$ cat src/design/scim_ram.sv
// generic single write, single read ram with registered read data
`default_nettype none

module scim_ram #(
  parameter int WIDTH = 8,
  parameter int DEPTH = 16
) (
  input  wire logic                     clk,
  input  wire logic                     we,
  input  wire logic [$clog2(DEPTH)-1:0] waddr,
  input  wire logic [WIDTH-1:0]         wdata,
  input  wire logic [$clog2(DEPTH)-1:0] raddr,
  output logic      [WIDTH-1:0]         rdata
);

  logic [WIDTH-1:0] mem [DEPTH];

  always_ff @(posedge clk) begin
    if (we) begin
      mem[waddr] <= wdata;
    end
    rdata <= mem[raddr];
  end

endmodule

`default_nettype wire

$ cat config.mk
export PLATFORM = sky130hd
export DESIGN_NAME = scim_ram
export DESIGN_NICKNAME = d
export VERILOG_FILES = /design/src/design/scim_ram.sv
export SDC_FILE = /design/constraint.sdc
export NUM_CORES = 1
export LEC_CHECK = 0
export BUFFER_PORTS_ARGS = -buffer_cell sky130_fd_sc_hd__buf_2
export CORE_MARGIN = 2
export CORE_UTILIZATION = 50
export CTS_CLUSTER_SIZE = 20
export DETAILED_ROUTE_END_ITERATION = 16
export PLACE_DENSITY = 0.67
export SLEW_MARGIN = 20
export SYNTH_ARGS = -nofsm -noshare
export SYNTH_HDL_FRONTEND = slang
export SYNTH_SLANG_ARGS = --single-unit
$ cat constraint.sdc
create_clock -name clk -period 1.95 [get_ports clk]
set_input_delay 0.195 -clock clk [delete_from_list [all_inputs] [get_ports clk]]
set_output_delay 0.195 -clock clk [all_outputs]
set_load 0.01 [all_outputs]
* Yosys cells after proc, flatten, opt, wreduce, memory -nomap -nowiden
Memory sizes are Yosys's and may differ from the RTL's. A register that Yosys moved wholly into a read port is not among the register bits.
Cells that the tools add are included.
** Word-level totals
- Register bits after elaboration :: 0
- Memories :: 1
- RAM bits :: 128
- Bits of input ports :: 18
- Word-level logic and storage cells :: 3
** Operators by class
- Multiplexer cells :: 2
** Memory list
- mem :: words 16, bits a word 8, rd ports 1, clocked after Yosys merged registers in 1, write ports 1, RTL line 16 : logic [WIDTH-1:0] mem [DEPTH];
** Operator list (number)
- 2-to-1 mux 1 bit :: 2

* Logic depth before layout (Yosys ltp)
- Word-level depth :: 2
- Gate-level depth with buffers :: 5
- Gate-level depth less buffers :: 3

* Least setup slack after synthesis
No wires, ideal clock.
- Path kind :: input port to flip-flop
- Start point :: in waddr[2]
- End point :: mem mem[0][0] (enable)
- Setup time :: 383 ps
- Slack :: 262 ps
- Stages :: 2
- Data required time :: 1567 ps
- Arrival :: 1305 ps
- Cell sequence :: or3b_2 > nor3_1
** RTL lines
- from (decl) :: RTL line 10 : input wire logic [$clog2(DEPTH)-1:0] waddr,
- to (decl) :: RTL line 16
No word-level cell before the write port.

==> impl_metrics.py <==
metrics = {
    "synth": {
        "ys_warn_count": 0,
        "postSynthAreaPerCell_um2": 22.5,
        "ys_seq_area_share_pct": 77.8,
        "synth.cell_area_um2": 5150,
        "synth.distinct_cells": 19,
        "ys_ff_latch": 136,
        "netlist_instances": 229,
        "synthesis.nets": 247,
    },
    "power_and_ir_drop": {
        "pwr-share-comb_pct": 4.6,
        "powerDensity_nw_per_um2": 1070,
        "clockPowerShare_pct": 45.3,
        "p_sw_uw": 1340,
        "power_leakage_uw": 0.00208,
        "swShare_pct": 20.5,
        "internal_power_uw": 5220,
        "p_seq_share_pct": 50.1,
        "ir_worst_vdd_v": 0.000453,
    },
    "sta": {
        "rsz0062_at_grt": "false",
        "max_slew.worst_pin.slew_ns": 0.433,
        "fin_skew_ns": 0.0152,
        "setup_tns_ns": 0,
        "whs_ns": 0.0596,
        "relSlewSlack_pct": 71.1,
        "drv_slew": 0,
        "setup_viol": 0,
        "post-route-period-util_pct": 71.6,
        "hold_viol_final": 0,
        "max_freq_mhz": 717,
        "period_minus_slack_ns": 1.40,
    },
    "layout": {
        "drive_above_1_share_pct": 32.1,
        "fillers": 715,
        "nets": 302,
        "syn2layout_area_growth_pct": 18.6,
        "multi_input_area_um2": 1060,
        "regArea_um2": 4000,
        "diodes": 0,
    },
    "detailed_routing": {
        "drtAntennaViolNets": 0,
        "viasPerCell": 5.62,
        "wirelength_um": 9420,
        "firstDrtPassIters": 4,
        "drc": 0,
        "vias": 2426,
        "drt_iter0_markers": 167,
        "wl_per_cell_um": 21.8,
    },
    "critical_path": {
        "worstPathRequired_ns": 2.33,
        "path_cells": "mux4_1 > a22oi_1 > nand2_1",
        "startpoint_type": "flip-flop",
        "crit_path_start": "mem[9][4]",
        "path_class": "flip-flop to flip-flop",
        "slowest_stage": "mux4_1",
        "endpoint_kind": "flip-flop",
        "critPathBufInv": 0,
        "r2r_start": "mem[9][4]",
        "cp_top_family": "multiplexers",
        "critical-path-max-stage-delay_ns": 0.51,
        "cp_max_fo": 1,
        "critPathArrivalTime_ns": 1.77,
    },
    "floorplanning": {
        "fp.coreArea_um2": 10100,
        "ios": 26,
        "start_util_pct": 50.8,
        "rows": 37,
        "dieArea_um2": 11100,
        "die-height_um": 105,
        "chipWidth_um": 105,
    },
    "cts": {
        "cts_resized": 0,
        "clk_pin_slew_ns": 0.06,
        "htree_levels": 4,
        "clock-root-buffer": "clkbuf_8",
        "insertion_delay_ns": 0.52,
        "cts_tree": "yes",
        "ctsHoldBuffers": 0,
        "cts_made_buffers": 17,
        "clockBufferDepth": 2,
        "cts_sinks": 136,
        "postCtsSetupBuffers": 0,
    },
    "min_path": {
        "hp-class": "input port to flip-flop",
        "min-delay-start": "wdata[0]",
    },
    "global_routing": {
        "grt_max_degree": 33,
        "grt.overflow.total": 0,
        "grt_pass1_vias": 2553,
        "antenna_found_initial": 0,
        "grt_pass1_wl_um": 14600,
        "track_usage_pct": 18.7,
    },
    "flow_run": {
        "cap_violations": 0,
    },
    "placed_design": {
        "numPortBuffers": 25,
        "place_congestion": 0.724,
        "place_hpwl_um": 5780,
    },
    "status": {
        "status": "finished clean",
    },
}
## registers in the layout (all words and copies together) (netlist names)
signal	count
mem	128
rdata	8
## power groups by stage
| stage | clock network [uW] | logic, uW | registers (uW) |
|---|---|---|---|
| 4_1_cts | 3030 | 311 | 3290 |
| 3_5_place_dp | 0 | 309 | 3350 |
| 2_1_floorplan | 0 | 166 | 3350 |
| 3_3_place_gp | 0 | 301 | 3340 |
| 6_report | 2970 | 303 | 3290 |
| 5_1_grt | 3160 | 330 | 3290 |
## per-stage QoR
stage	std cells	total power (uW)	util, %	setup slack, ns	area, um2
6_report	432	6560	60.2	0.555	6110
3_5_place_dp	401	3660	54.6	0.212	5540
2_1_floorplan	229	3520	-	0.262	5150
4_1_cts	432	6630	60.2	0.509	6110
3_3_place_gp	401	3650	54.6	0.243	5540
5_1_grt	432	6780	60.2	0.523	6110
## worst reg2reg max path, stage by stage, from the launching register on
cell and delay [ns]:
edfxtp_1 0.36, mux4_1 0.51, a22oi_1 0.31, nand2_1 0.09
## layout make-up
cell class | count | area share (%)
Timing Repair Buffer | 46 | 5.04
Multi-Input combinational cell | 83 | 17.3
Tap cell | 136 | 2.79
Clock inverter | 14 | 2.50
Clock buffer | 17 | 6.78
Sequential cell | 136 | 65.6
## metal layers
| layer | wire (um) | GRT usage [%] |
|---|---|---|
| met1 | 3900 | 25.1 |
| met2 | 4900 | 30.5 |
| met4 | 95 | 6.57 |
| met3 | 522 | 4.08 |
| met5 | 0 | 0 |
## cell usage in the layout (no fill, tap or decap), drive strengths merged
cell type / count
and2b: 1
edfxtp: 128
nand3b: 2
a22oi: 16
or3b: 1
nand2: 9
nand2b: 2
clkinvlp: 3
inv: 2
clkbuf: 17
nand3: 1
buf: 46
and2: 1
bufinv: 2
nor3: 4
nor2: 13
mux4: 32
clkinv: 7
dfxtp: 8
nor2b: 1
## path summary, 6_finish.rpt
path	cells past startpoint	end	slack, ns
setup / recovery	3	rdata[4]	0.55
hold / removal	1	mem[12][0]	0.06
setup reg to reg	3	rdata[4]	0.55
hold reg to reg	3	rdata[1]	0.67
## synthesized netlist by cell type
cell type | n | area [um2]
nand3_1 | 1 | 5.00
nand3b_1 | 2 | 15.0
buf_6 | 3 | 33.8
nor2_1 | 13 | 48.8
or3b_2 | 1 | 8.76
nor3_1 | 4 | 20.0
clkdlybuf4s25_2 | 3 | 30.0
and2b_1 | 1 | 7.51
nand2_1 | 9 | 33.8
dfxtp_1 | 8 | 160
a22oi_1 | 16 | 120
nand2b_1 | 2 | 12.5
edfxtp_1 | 128 | 3840
mux4_1 | 14 | 368
nor2b_1 | 1 | 6.26
buf_2 | 3 | 15.0
and2_1 | 1 | 6.26
mux4_2 | 18 | 405
buf_4 | 1 | 7.51
## cell families after synthesis
kind of cell | synth area share, %
AOI/OAI and AO/OA | 2.33
muxes | 15.0
buffers and inverters | 1.68
and+or+nand+nor | 3.18
DFF | 77.8
Power figures use the tool's default switching activity.
