## config.mk

```make
export PLATFORM = sky130hd
export DESIGN_NAME = scim_quant
export DESIGN_NICKNAME = d
export VERILOG_FILES = /design/src/design/scim_pkg.sv /design/src/design/scim_quant.sv
export SDC_FILE = /design/constraint.sdc
export NUM_CORES = 1
export LEC_CHECK = 0
export BUFFER_PORTS_ARGS = -buffer_cell sky130_fd_sc_hd__buf_2
export CELL_PAD_IN_SITES_DETAIL_PLACEMENT = 1
export CELL_PAD_IN_SITES_GLOBAL_PLACEMENT = 1
export CORE_ASPECT_RATIO = 2
export CORE_MARGIN = 2
export CORE_UTILIZATION = 45
export CTS_CLUSTER_SIZE = 20
export DETAILED_ROUTE_END_ITERATION = 6
export GPL_ROUTABILITY_DRIVEN = 0
export PLACE_DENSITY = 0.83
export SYNTH_ARGS = -nofsm -noshare
export SYNTH_HDL_FRONTEND = slang
export SYNTH_SLANG_ARGS = --single-unit
```

## constraint.sdc

```tcl
create_clock -name clk -period 4.35 [get_ports clk]
set_input_delay 0.435 -clock clk [delete_from_list [all_inputs] [get_ports clk]]
set_output_delay 0.435 -clock clk [all_outputs]
set_load 0.05 [all_outputs]
```

## src/design/scim_pkg.sv

```systemverilog
// shared constants, codes and key hash for the sparse coordinate index map
`default_nettype none

package scim_pkg;

  localparam int CAPACITY_DEF   = 4096;
  localparam int COORD_BITS_DEF = 32;
  localparam int STEP_W         = 16;
  localparam int BATCH_W        = 16;
  localparam int CNT_W          = 20;
  localparam int INDEX_W        = 21;
  localparam int FIELD_W        = 32;
  localparam int CFG_IDX_W      = 8;
  localparam int HASH_W         = 20;

  localparam logic [1:0] CMD_INSERT  = 2'd0;
  localparam logic [1:0] CMD_LOOKUP  = 2'd1;
  localparam logic [1:0] CMD_QLOOKUP = 2'd2;
  localparam logic [1:0] CMD_CLEAR   = 2'd3;

  localparam logic [CFG_IDX_W-1:0] REG_STEP_X = 8'd0;
  localparam logic [CFG_IDX_W-1:0] REG_STEP_Y = 8'd1;
  localparam logic [CFG_IDX_W-1:0] REG_STEP_Z = 8'd2;
  localparam logic [CFG_IDX_W-1:0] REG_MODE   = 8'd3;

  // xor fold of the full key into HASH_W bits
  function automatic logic [HASH_W-1:0] key_hash(input logic [3*FIELD_W+BATCH_W-1:0] key);
    logic [6*HASH_W-1:0] pad;
    logic [HASH_W-1:0]   acc;
    pad = (6*HASH_W)'(key);
    acc = '0;
    for (int i = 0; i < 6; i++) begin
      acc = acc ^ pad[i*HASH_W +: HASH_W] ^ (pad[i*HASH_W +: HASH_W] >> 7);
    end
    return acc;
  endfunction

endpackage

`default_nettype wire

```

## src/design/scim_quant.sv

```systemverilog
// iterative quantizer: truncates the magnitude to a multiple of step by subtracting the remainder, one bit a cycle
`default_nettype none

module scim_quant import scim_pkg::*; #(
  parameter int COORD_BITS = COORD_BITS_DEF
) (
  input  wire logic                         clk,
  input  wire logic                         rst,
  input  wire logic                         start,
  input  wire logic signed [COORD_BITS-1:0] coord,
  input  wire logic [STEP_W-1:0]            step,
  output logic                              done,
  output logic signed [COORD_BITS-1:0]      key
);

  localparam int CW = $clog2(COORD_BITS + 1);

  logic [COORD_BITS-1:0] absval;
  logic [COORD_BITS-1:0] shreg;
  logic [STEP_W:0]       rem;
  logic [STEP_W-1:0]     div;
  logic                  neg;
  logic [CW-1:0]         cnt;
  logic                  busy;
  logic [STEP_W:0]       trial;
  logic [COORD_BITS-1:0] qmag;

  assign trial = {rem[STEP_W-1:0], shreg[COORD_BITS-1]};
  // remainder is below the step, so the quantized magnitude is value minus remainder
  assign qmag  = absval - COORD_BITS'(rem);
  assign key   = neg ? -$signed(qmag) : $signed(qmag);

  always_ff @(posedge clk) begin
    if (rst) begin
      busy <= 1'b0;
      done <= 1'b0;
      cnt  <= '0;
    end else begin
      done <= 1'b0;
      if (start) begin
        busy <= 1'b1;
        cnt  <= CW'(COORD_BITS);
      end else if (busy) begin
        cnt <= cnt - 1'b1;
        if (cnt == CW'(1)) begin
          busy <= 1'b0;
          done <= 1'b1;
        end
      end
    end
  end

  always_ff @(posedge clk) begin
    if (start) begin
      neg    <= coord[COORD_BITS-1];
      absval <= coord[COORD_BITS-1] ? COORD_BITS'(-coord) : COORD_BITS'(coord);
      shreg  <= coord[COORD_BITS-1] ? COORD_BITS'(-coord) : COORD_BITS'(coord);
      rem    <= '0;
      div    <= (step == '0) ? STEP_W'(1) : step;
    end else if (busy) begin
      shreg <= shreg << 1;
      rem   <= (trial >= {1'b0, div}) ? trial - {1'b0, div} : trial;
    end
  end

endmodule

`default_nettype wire

```

**Yosys cells after proc, flatten, opt, wreduce, memory -nomap -nowiden**

Index checks and enable logic that the tools add are counted.

- $add $sub $neg: 5
- $mul: 0
- Div/mod/pow operators: 0
- Order comparisons: 1
- Equality and inequality tests: 1
- Shifts and indexed selects: 0
- Mux-type cells: 11
- Bitwise operators: 1
- Reductions and logical operators: 4

Operator list:

| operator | number |
|---|---|
| $mux W32 | 4 |
| $neg A32 Y32 | 2 |
| $sub A32 B17 Y32 | 1 |
| $ge A17 B16 Y1 | 1 |
| $mux W17 | 1 |
| $sub A17 B16 Y17 | 1 |
| $logic_not A16 Y1 | 1 |
| $mux W6 | 2 |
| $eq A6 B1 Y1 const B | 1 |
| $sub A6 B1 Y6 const B | 1 |
| $mux W1 | 4 |
| $reduce_or A3 Y1 | 1 |
| $reduce_bool A2 Y1 | 1 |
| $reduce_or A2 Y1 | 1 |
| $not A1 Y1 | 1 |

- Bits in registers: 106
- Latch bits: 0
- Bits in writable memories: 0
- Bits in read-only memories: 0
- Bits of input ports: 51
- Memories kept: 0

**Logic depth before layout (Yosys ltp)**

- Word-level depth: 4
- Depth in mapped cells: 13
- Depth with buffers taken out: 13

**Least setup slack after synthesis**

OpenSTA, ideal clock, no wires.

- Kind: reg2out
- Start: register absval[0]
- End: output key[31]
- Arrival time: 4.816 ns
- Slack: -0.901 ns
- Stages on the path, launching flop included: 14
- Buffers on the path: 0
- Cell sequence: edfxtp_1 -> inv_1 -> ha_1 -> inv_1 -> fa_1 -> a211oi_1 -> nor2_1 -> xor2_1 -> a2111oi_0 -> nand4_1 -> nor4_1 -> nand3_1 -> o311a_1 -> nor4_1

- Longest elaborated chain between the ends: 3

RTL lines:

| what | line | source |
|---|---|---|
| start, declared | scim_quant.sv:18 | `logic [COORD_BITS-1:0] absval;` |
| start signal, assigned | scim_quant.sv:56 | `absval <= coord[COORD_BITS-1] ? COORD_BITS'(-coord) : COORD_BITS'(coord);` |
| $sub A32 B17 Y32 * | scim_quant.sv:30 | `assign qmag = absval - COORD_BITS'(rem);` |
| $neg A32 Y32 | scim_quant.sv:31 | `assign key = neg ? -$signed(qmag) : $signed(qmag);` |
| $mux W32 * | scim_quant.sv:31 |  |
| end, declared | scim_quant.sv:13 | `output logic signed [COORD_BITS-1:0] key` |

Every way passes the cells marked *; elsewhere a longest branch is shown, timed or not.

**Worst setup path in the final report**

- Start: register rem[11]
- End: output key[30]

- Longest elaborated chain between the ends: 3

RTL lines:

| what | line | source |
|---|---|---|
| start, declared | scim_quant.sv:20 | `logic [STEP_W:0] rem;` |
| start signal, assigned | scim_quant.sv:62 | `rem <= (trial >= {1'b0, div}) ? trial - {1'b0, div} : trial;` |
| $sub A32 B17 Y32 * | scim_quant.sv:30 |  |
| $neg A32 Y32 | scim_quant.sv:31 |  |
| $mux W32 * | scim_quant.sv:31 |  |

Marked as above.

==> run summary <==
FP Rows -> 67
Pre-CTS setup slack -> -0.237 ns
Clock transition at the registers of the reported paths -> 0.08 ns
Largest net degree at the start of global routing -> 61
Critical Path AT -> 4.16 ns
Die height -> 189 um
CP max FO -> 8
EDFF count, synth -> 81
Final Hold Vio Count -> 0
CTS tree -> built
Peak supply drop -> 0.346 mV
Vias per std cell -> 6.12
Worst Skew -> 0.0117 ns
Final HPWL from detailed placement -> 19000 um
PD cells -> 433 mW/mm^2
Crit. End Element -> output port
Drc violations -> 0
Drt first pass iters -> 4
Syn. warnings -> 0
Via count -> 7005
Post-Syn Area -> 0.00769 mm^2
Seq cells post-synth -> 106
Initial antenna violation count -> 0
Final number of setup-violating endpoints -> 13
Routed WL per cell -> 21.8 um
Die Wd -> 96.5 um
CTS Sinks -> 106
Clock root cell -> clkbuf_16
Clock buffer depth -> 2
Synthesis-to-finish area growth -> 22.1%
PortBufs -> 83
Min cycle time layout -> 4.59 ns
Hold Crit Depth -> 2
Unique cell type count in the Yosys netlist -> 67
Max_cap viols -> 0
Final period utilization -> 1.06
Status -> finished with violations
Post-route insts no fill -> 1144
Share of cells above drive strength 1 -> 0.274
Relative slew slack -> 0.0774
DRT Wirelength -> 25000 um
Die area -> 0.0182 mm^2
Final setup margin -> -0.242 ns
Diode count -> 0
Iter 0 DRT Violations -> 309
Worst setup path class -> reg -> out
Starting Density -> 0.459
Leading cell type in the layout, fill and taps excluded -> edfxtp_1
Grt total ovfl -> 0
Fin. max-slew vios -> 0
Post-Syn Instances -> 824
First-pass GRT wire length -> 38500 um
H-tree levels -> 3
Most frequent cells in the layout -> edfxtp_1 (81), buf_4 (66), buf_2 (63)
Slew @ Worst Pin -> 1.38 ns
R2R depth -> 13
Ys async rst share -> 0
Placed cell count -> 1107
Antenna violation net count after detailed routing -> 0
Avg Synthesized Cell Area -> 9.34 um^2
Post-Synthesis Net Count -> 914
HP Class -> in -> reg
Violations in the final reports -> negative setup slack
CP Launch Type -> flop
Vias in the first global route -> 7446
TritonCTS buffer count -> 9
WP data required -> 3.91 ns
RSZ-0062 raised after global routing -> yes
Total Routing Usage GR -> 0.279
Clk Latency, worst-skew pair -> 0.36 ns
Number of nets in the layout -> 1022
Register area share after synthesis -> 0.381
Io pins -> 84
Leak -> 3.57 nW
Max Freq -> 218 MHz
Core area -> 0.0168 mm^2
Post-synth top flop -> edfxtp_1
[routing by layer]
layer | up-vias | GRT usage | routed length (um)
li1 | 3257 | - | -
met1 | 3471 | 0.242 | 7880
met2 | 177 | 0.557 | 14700
met3 | 100 | 0.0358 | 652
met4 | 0 | 0.176 | 1780
met5 | - | 0 | 0
[where the power goes]
part	leakage [nW]	switching [W]	internal [W]	total, W
Sequential	1.01	0.0000894	0.00122	0.00130
Combinational	2.41	0.00124	0.000683	0.00192
Clock	0.150	0.000388	0.000451	0.000839
[area by class of cell]
type	count	area (um^2)
Clock buffer	9	225
Timing Repair Buffer	144	980
Multi-Input combinational cell	615	4710
Sequential cell	106	2930
Clock inverter	7	72.6
Fill cell	1910	7370
Inverter	56	213
Tap cell	207	259
[cells by family (layout without fill, tap and decap cells)]
family | after synthesis | in the layout | share of synthesized area
AOI/OAI and AO/OA | 199 | 199 | 0.181
xor gates and xnor gates | 91 | 91 | 0.104
adders and majority gates | 39 | 39 | 0.0654
buffers and inverters | 103 | 216 | 0.0503
DFF | 106 | 106 | 0.381
muxes | 32 | 32 | 0.0467
and+or+nand+nor | 254 | 254 | 0.172
[Yosys cell counts, types with 3 or more instances]
cell / count / area share
a311oi_1: 13 / 0.015
inv_1: 56 / 0.027
o21ai_0: 55 / 0.036
nand2b_1: 5 / 0.0041
or2_2: 8 / 0.0065
o41ai_1: 8 / 0.0091
o21a_1: 5 / 0.0049
o2111ai_1: 4 / 0.0046
o22ai_1: 3 / 0.0024
edfxtp_1: 81 / 0.32
nor2b_1: 8 / 0.0065
nand2_1: 52 / 0.025
buf_1: 6 / 0.0029
nor4_1: 18 / 0.015
a31oi_1: 4 / 0.0033
and3_1: 6 / 0.0049
a211oi_1: 8 / 0.0078
o31a_1: 4 / 0.0046
clkbuf_1: 41 / 0.020
dfxtp_1: 25 / 0.065
o31ai_1: 18 / 0.018
ha_1: 37 / 0.060
xnor2_1: 61 / 0.069
a21oi_1: 30 / 0.020
nor2_1: 53 / 0.026
nor3_1: 27 / 0.018
or3_4: 4 / 0.0059
nand3_1: 28 / 0.018
or3_1: 11 / 0.0089
nand4_1: 8 / 0.0065
a21o_1: 6 / 0.0059
mux2_2: 31 / 0.045
nor4b_1: 4 / 0.0046
or4_1: 8 / 0.0078
and2_1: 6 / 0.0049
xor2_1: 30 / 0.034
a41o_1: 3 / 0.0039
o211ai_1: 7 / 0.0068
o21bai_1: 4 / 0.0039
[registers in the layout (all words and copies together), names as in the netlist]
name and flops:
div 16, rem 17, cnt 6, done 1, shreg 32, absval 32
busy 1, neg 1
[critical path, cell delays in order, from the launching register on]
cell,delay [ns]
dfxtp_1,0.36
inv_1,0.13
ha_1,0.50
nand4_1,0.21
buf_4,0.20
nor3_1,0.33
nand4_1,0.26
buf_4,0.24
nand4b_1,0.10
nand4_1,0.15
nor4_2,0.30
nand4_1,0.16
buf_6,0.17
o41ai_4,0.32
xnor2_1,0.15
buf_4,0.21
[path summary, 6_finish.rpt]
check,startpoint,to,slack (ns)
worst max register to register,rem[0],rem[13],1.12
worst max-delay path,rem[11],key[30],-0.24
worst min-delay path,rst,cnt[5],0.25
worst min register to register,cnt[1],cnt[1],0.51
[stage by stage]
step                      power (W)  hold WS, ns  instance area [um^2]   util  setup TNS (ns)
final                       0.00406        0.252                  9390  0.560           -1.71
after CTS                   0.00396        0.248                  9160  0.546           -1.23
after floorplan             0.00250        0.454                  7750      -               0
after global routing        0.00424        0.259                  9390  0.560           -4.45
after global placement      0.00298        0.467                  8550  0.510          -0.103
after detailed placement    0.00303        0.502                  8550  0.510           -1.38
[repair_timing]
item / CTS / global route
resized for setup: 57 / 39
pin swaps: 13 / 29
cloned: 0 / 0
hold buffers: 0 / 0
setup endpoints to repair: 19 / 19
setup buffers: 13 / 8
No activity file was read; power rests on OpenSTA's default activity.
